<file path="src/rtl/light_falloff_pixel_generator_top_macros.svh">
// Assertion macros shared by the light falloff pixel generator RTL.
// Included by the top level, which carries the concurrent checks; no other dependencies.
`ifndef LIGHT_FALLOFF_PIXEL_GENERATOR_TOP_MACROS_SVH
`define LIGHT_FALLOFF_PIXEL_GENERATOR_TOP_MACROS_SVH
`ifndef SYNTHESIS
// Same-cycle implication.
`define LFPG_ASSERT_IMP(lbl, clk, rst, ante, cons) \
  lbl: assert property (@(posedge clk) disable iff (rst) (ante) |-> (cons)) \
    else $error("lfpg assertion violated");
// Next-cycle implication.
`define LFPG_ASSERT_NXT(lbl, clk, rst, ante, cons) \
  lbl: assert property (@(posedge clk) disable iff (rst) (ante) |=> (cons)) \
    else $error("lfpg assertion violated");
`else
`define LFPG_ASSERT_IMP(lbl, clk, rst, ante, cons)
`define LFPG_ASSERT_NXT(lbl, clk, rst, ante, cons)
`endif
`endif

</file>
<file path="src/rtl/lfpg_pkg.sv">
// Shared types, constants and tables of the light falloff pixel generator.
// No dependencies.
`default_nettype none
package lfpg_pkg;

  localparam int F            = 16;          // intensity fraction bits
  localparam int MAX_RADIUS   = 256;
  localparam int CORDIC_STEPS = 18;

  localparam logic [16:0] ONE         = 17'd65536;
  localparam logic [23:0] DEG90       = 24'd5898240;
  localparam logic [23:0] DEG180      = 24'd11796480;
  localparam logic [32:0] CORDIC_GAIN = 33'd652032874;

  localparam logic [2:0] REG_LIGHT_RADIUS    = 3'd0;
  localparam logic [2:0] REG_SPOT_MODE       = 3'd1;
  localparam logic [2:0] REG_DIFFUSE_FALLOFF = 3'd2;
  localparam logic [2:0] REG_CONE_ANGLE      = 3'd3;
  localparam logic [2:0] REG_LIGHT_COLOR     = 3'd4;

  typedef struct packed {
    logic in_radius;
    logic d2nz;
    logic dxz;
    logic dyz;
    logic dyneg;
  } geo_flags_t;

  // Arctangent of 2^-i in degrees, 16 fraction bits.
  function automatic logic [21:0] atan_q16(input int i);
    logic [21:0] v;
    case (i)
      0:  v = 22'd2949120;
      1:  v = 22'd1740967;
      2:  v = 22'd919879;
      3:  v = 22'd466945;
      4:  v = 22'd234379;
      5:  v = 22'd117304;
      6:  v = 22'd58666;
      7:  v = 22'd29335;
      8:  v = 22'd14668;
      9:  v = 22'd7334;
      10: v = 22'd3667;
      11: v = 22'd1833;
      12: v = 22'd917;
      13: v = 22'd458;
      14: v = 22'd229;
      15: v = 22'd115;
      16: v = 22'd57;
      17: v = 22'd29;
      default: v = 22'd0;
    endcase
    return v;
  endfunction

endpackage
`default_nettype wire

</file>
<file path="src/rtl/lfpg_cos_pipe.sv">
// Pipelined falloff unit: linear 1 - q or quarter-cosine of q by CORDIC rotation.
// Depends on lfpg_pkg. Twenty register stages, all advancing on en.
`default_nettype none
module lfpg_cos_pipe (
  input  wire logic        clk,
  input  wire logic        en,
  input  wire logic        diffuse,
  input  wire logic [16:0] q,
  output logic      [16:0] inten
);
  import lfpg_pkg::*;

  logic signed [32:0] cx [0:CORDIC_STEPS];
  logic signed [32:0] cy [0:CORDIC_STEPS];
  logic signed [24:0] cz [0:CORDIC_STEPS];
  logic               zf [0:CORDIC_STEPS];
  logic        [16:0] lin [0:CORDIC_STEPS];

  logic [16:0] qc;
  logic [23:0] z0;
  assign qc = (q > ONE) ? ONE : q;
  assign z0 = {7'b0, qc} * 24'd90;

  always_ff @(posedge clk) begin
    if (en) begin
      cx[0]  <= CORDIC_GAIN;
      cy[0]  <= '0;
      cz[0]  <= $signed({1'b0, z0});
      zf[0]  <= (qc == 17'd0);
      lin[0] <= ONE - qc;
    end
  end

  for (genvar i = 0; i < CORDIC_STEPS; i++) begin : g_step
    logic signed [32:0] nx, ny;
    logic signed [24:0] nz, at;
    assign at = $signed({3'b0, atan_q16(i)});
    always_comb begin
      if (cz[i] >= 0) begin
        nx = cx[i] - (cy[i] >>> i);
        ny = cy[i] + (cx[i] >>> i);
        nz = cz[i] - at;
      end else begin
        nx = cx[i] + (cy[i] >>> i);
        ny = cy[i] - (cx[i] >>> i);
        nz = cz[i] + at;
      end
    end
    always_ff @(posedge clk) begin
      if (en) begin
        cx[i+1]  <= nx;
        cy[i+1]  <= ny;
        cz[i+1]  <= nz;
        zf[i+1]  <= zf[i];
        lin[i+1] <= lin[i];
      end
    end
  end

  logic [32:0] xr, xv;
  logic [16:0] cosv;
  always_comb begin
    xr = cx[CORDIC_STEPS] + 33'(1 << (29 - F));
    xv = xr >> (30 - F);
    if (zf[CORDIC_STEPS]) begin
      cosv = ONE;
    end else if (cx[CORDIC_STEPS] <= 0) begin
      cosv = '0;
    end else if (xv > {16'b0, ONE}) begin
      cosv = ONE;
    end else begin
      cosv = xv[16:0];
    end
  end

  always_ff @(posedge clk) begin
    if (en) begin
      inten <= diffuse ? cosv : lin[CORDIC_STEPS];
    end
  end

endmodule
`default_nettype wire

</file>
<file path="config.mk">
export PLATFORM = sky130hd
export DESIGN_NAME = lfpg_cos_pipe
export DESIGN_NICKNAME = d
export VERILOG_FILES = /design/src/rtl/light_falloff_pixel_generator_top_macros.svh /design/src/rtl/lfpg_pkg.sv /design/src/rtl/lfpg_cos_pipe.sv
export SDC_FILE = /design/constraint.sdc
export NUM_CORES = 2
export LEC_CHECK = 0
export BUFFER_PORTS_ARGS = -buffer_cell sky130_fd_sc_hd__buf_2
export CAP_MARGIN = 20
export CELL_PAD_IN_SITES_DETAIL_PLACEMENT = 1
export CELL_PAD_IN_SITES_GLOBAL_PLACEMENT = 2
export CORE_UTILIZATION = 24
export CTS_CLUSTER_SIZE = 8
export DETAILED_ROUTE_END_ITERATION = 8
export GPL_ROUTABILITY_DRIVEN = 1
export HOLD_SLACK_MARGIN = 0.03
export PLACE_DENSITY_LB_ADDON = 0.1
export SLEW_MARGIN = 15
export SYNTH_ARGS = -nofsm -noshare
export SYNTH_HDL_FRONTEND = slang
export SYNTH_SLANG_ARGS = --single-unit
</file>
<file path="constraint.sdc">
create_clock -name clk -period 7.7 [get_ports clk]
set_clock_uncertainty 0.15 [all_clocks]
set_input_delay 0.77 -clock clk [delete_from_list [all_inputs] [get_ports clk]]
set_output_delay 0.77 -clock clk [all_outputs]
set_load 0.02 [all_outputs]
</file>
==> summary.txt <==
Post-CTS Hold Buffers -> 3
via/cell ratio -> 4.88
Post-Route M1 WL -> 214 mm
relative slew slack -> 23.8%
critical path arrival -> 6.63 ns
clk sinks -> 1,771
Yosys reg bits -> 1,771
DRC -> 0
Post-synth EDFFs -> 1,771
Initial Utilization -> 24.1%
RSZ-0062 raised after global routing -> false
most frequent cells after synthesis -> edfxtp_1, ha_1, xnor2_1
fmax -> 0.163 GHz
share of cells above drive strength 1 -> 4.39%
Die Height -> 744 um
top sig layer -> met5
top post-synthesis cells by area -> edfxtp_1, ha_1, xnor2_1
Async SR Flop Fraction -> 0%
CTS tree -> done
die extent in x -> 744 um
die area -> 553,000 um^2
H-tree depth -> 5
CP Max Fanout -> 5
fin crit period -> 6.15 ns
Synth cell types -> 94
Vias -> 100k
Post-Route WL -> 451 mm
antenna violations before repair -> 16
Layout Nets -> 14.7k
WL met2 -> 218 mm
synthesized area per cell -> 10.1 um^2
CTS buffer count -> 277
wire per inst -> 21.9 um
biggest area consumer among synthesized cells -> edfxtp_1
grt total ovfl -> 0
Worst-Margin Slew -> 1.13 ns
Fillers -> 61.7k
Setup CP Type -> reg -> reg
Starting DRT DRC Count -> 4,674
row cnt -> 272
Syn Std Cell Area -> 132,000 um^2
Total Routing Usage GR -> 15.8%
Worst EP required -> 8.18 ns
Synth Flop Type -> edfxtp_1
CORE AREA -> 548,000 um^2
synth-to-layout area growth -> 13.0%
min-delay worst type -> in -> reg
Routed Antenna Nets -> 0
clk slew on worst S/H paths -> 0.05 ns
I/O Buffers -> 36
Clock Latency Late Sink -> 0.96 ns
DR pass1 iterations -> 5
fin. max-slew vios -> 0
crit share post-route -> 79.9%
Worst Setup End Kind -> flop
first-pass GRT wire length -> 680 mm
clock tree buffer depth -> 4
Syn Inst Count -> 13.0k
most frequent cell after synthesis -> edfxtp_1
setup TNS -> 0 ns
vias in the first global route -> 106k
Setup WS pre-CTS -> 1.04 ns
Final Wtd Congestion -> 0.809
DR WL met3 -> 10.0 mm
share of the synthesized area in the top cell type -> 40.3%
startpoint type of the worst setup path -> flop
Post CTS Setup Buffer Count -> 0
Root Driver -> clkbuf_16
HPWL Detailed -> 360 mm
post_cts resized -> 0
final hold vios -> 0
io pins -> 37
Synth warnings -> 0
outcome -> finished, final reports clean
Max-cap violations -> 0
fin worst setup slack -> 1.55 ns
register area share after synthesis -> 40.3%
# setup viols final -> 0
pin count of the biggest net entering global routing -> 152
[final timing paths]
path,start,end,slack [ns],cells past startpoint
worst max-delay path,cy[3][11]$_DFFE_PP_,cx[4][30]$_DFFE_PP_,1.55,17
worst min-delay path,q[14],lin[0][14]$_DFFE_PP_,0.14,3
worst max register to register,cy[3][11]$_DFFE_PP_,cx[4][30]$_DFFE_PP_,1.55,17
worst min register to register,zf[14]$_DFFE_PP_,zf[15]$_DFFE_PP_,0.25,0
[placed cells by master, fill, tap and decap left out, drive strengths merged, types with 109 or more instances in the layout]
| cell type | instances |
|---|---|
| edfxtp | 1771 |
| ha | 1395 |
| xnor2 | 1206 |
| a21oi | 1053 |
| nor2 | 980 |
| o21ai | 792 |
| nand2 | 772 |
| xor2 | 623 |
| inv | 534 |
| a21o | 426 |
| clkbuf | 321 |
| nor3 | 280 |
| nand3 | 274 |
| o21a | 248 |
| o31ai | 221 |
| nor2b | 201 |
| nand2b | 178 |
| o21bai | 158 |
| o41ai | 138 |
| buf | 128 |
| or3 | 123 |
| or4 | 109 |
[metrics by stage]
step	hold WS, ns	cell area, um^2	utilization, %	std cells
6_report	0.137	149000	27.2	20571
5_1_grt	0.0994	149000	27.2	20568
4_1_cts	0.0585	149000	27.2	20566
3_5_place_dp	0.255	141000	25.8	20178
3_3_place_gp	0.251	141000	25.8	20178
2_1_floorplan	0.250	132000	-	13033
[state kept, by name, indices dropped and copies added (netlist names)]
name	count
cx	529
cy	477
cz	406
inten	17
lin	323
zf	19
[final cells by class]
type | instances | area (um^2) | area share (%)
flip-flops and latches | 1771 | 53200 | 35.7
well taps | 7261 | 9080 | 6.09
clock buffers | 320 | 7220 | 4.84
inverters | 529 | 1990 | 1.33
diodes | 4 | 10.0 | 0.00671
multi-input cells | 10489 | 76000 | 50.9
clock inverters | 65 | 608 | 0.408
repair buffers | 132 | 1100 | 0.737
[critical path, cell delays in order (launching register included)]
cell,delay (ns)
edfxtp_1,0.46
or4_1,0.59
or3_1,0.39
nor3_1,0.74
nand2_1,0.12
o21ai_0,0.22
xor2_1,0.17
ha_1,0.31
nand3_1,0.18
nor3_1,0.13
a221oi_1,0.41
or3b_2,0.48
o221ai_1,0.27
a21oi_1,0.13
a211oi_1,0.57
o21bai_1,0.14
a21o_1,0.22
xor2_1,0.14
[kinds of logic (layout without fill, tap and decap cells)]
| kind of cell | count (synthesis) | in the layout | synth area share, % |
|---|---|---|---|
| AO/OA/AOI/OAI | 3804 | 3804 | 18.7 |
| XOR/XNOR | 1829 | 1829 | 12.1 |
| adder cells (fa/ha/maj) | 1453 | 1453 | 14.1 |
| buffers and inverters | 773 | 1046 | 2.20 |
| flip-flops | 1771 | 1771 | 40.3 |
| multiplexers | 37 | 37 | 0.282 |
| other | 1 | 6 | 0.00284 |
| AND/OR/NAND/NOR | 3364 | 3364 | 12.3 |
[routing by layer]
layer	vias to the layer above	track usage, %
li1	49097	-
met1	49882	21.1
met2	917	27.7
met3	449	1.44
met4	2	3.21
met5	-	0
Power is not shown: default switching activity piles up to over one toggle a cycle in this logic, so the estimate is an artifact.
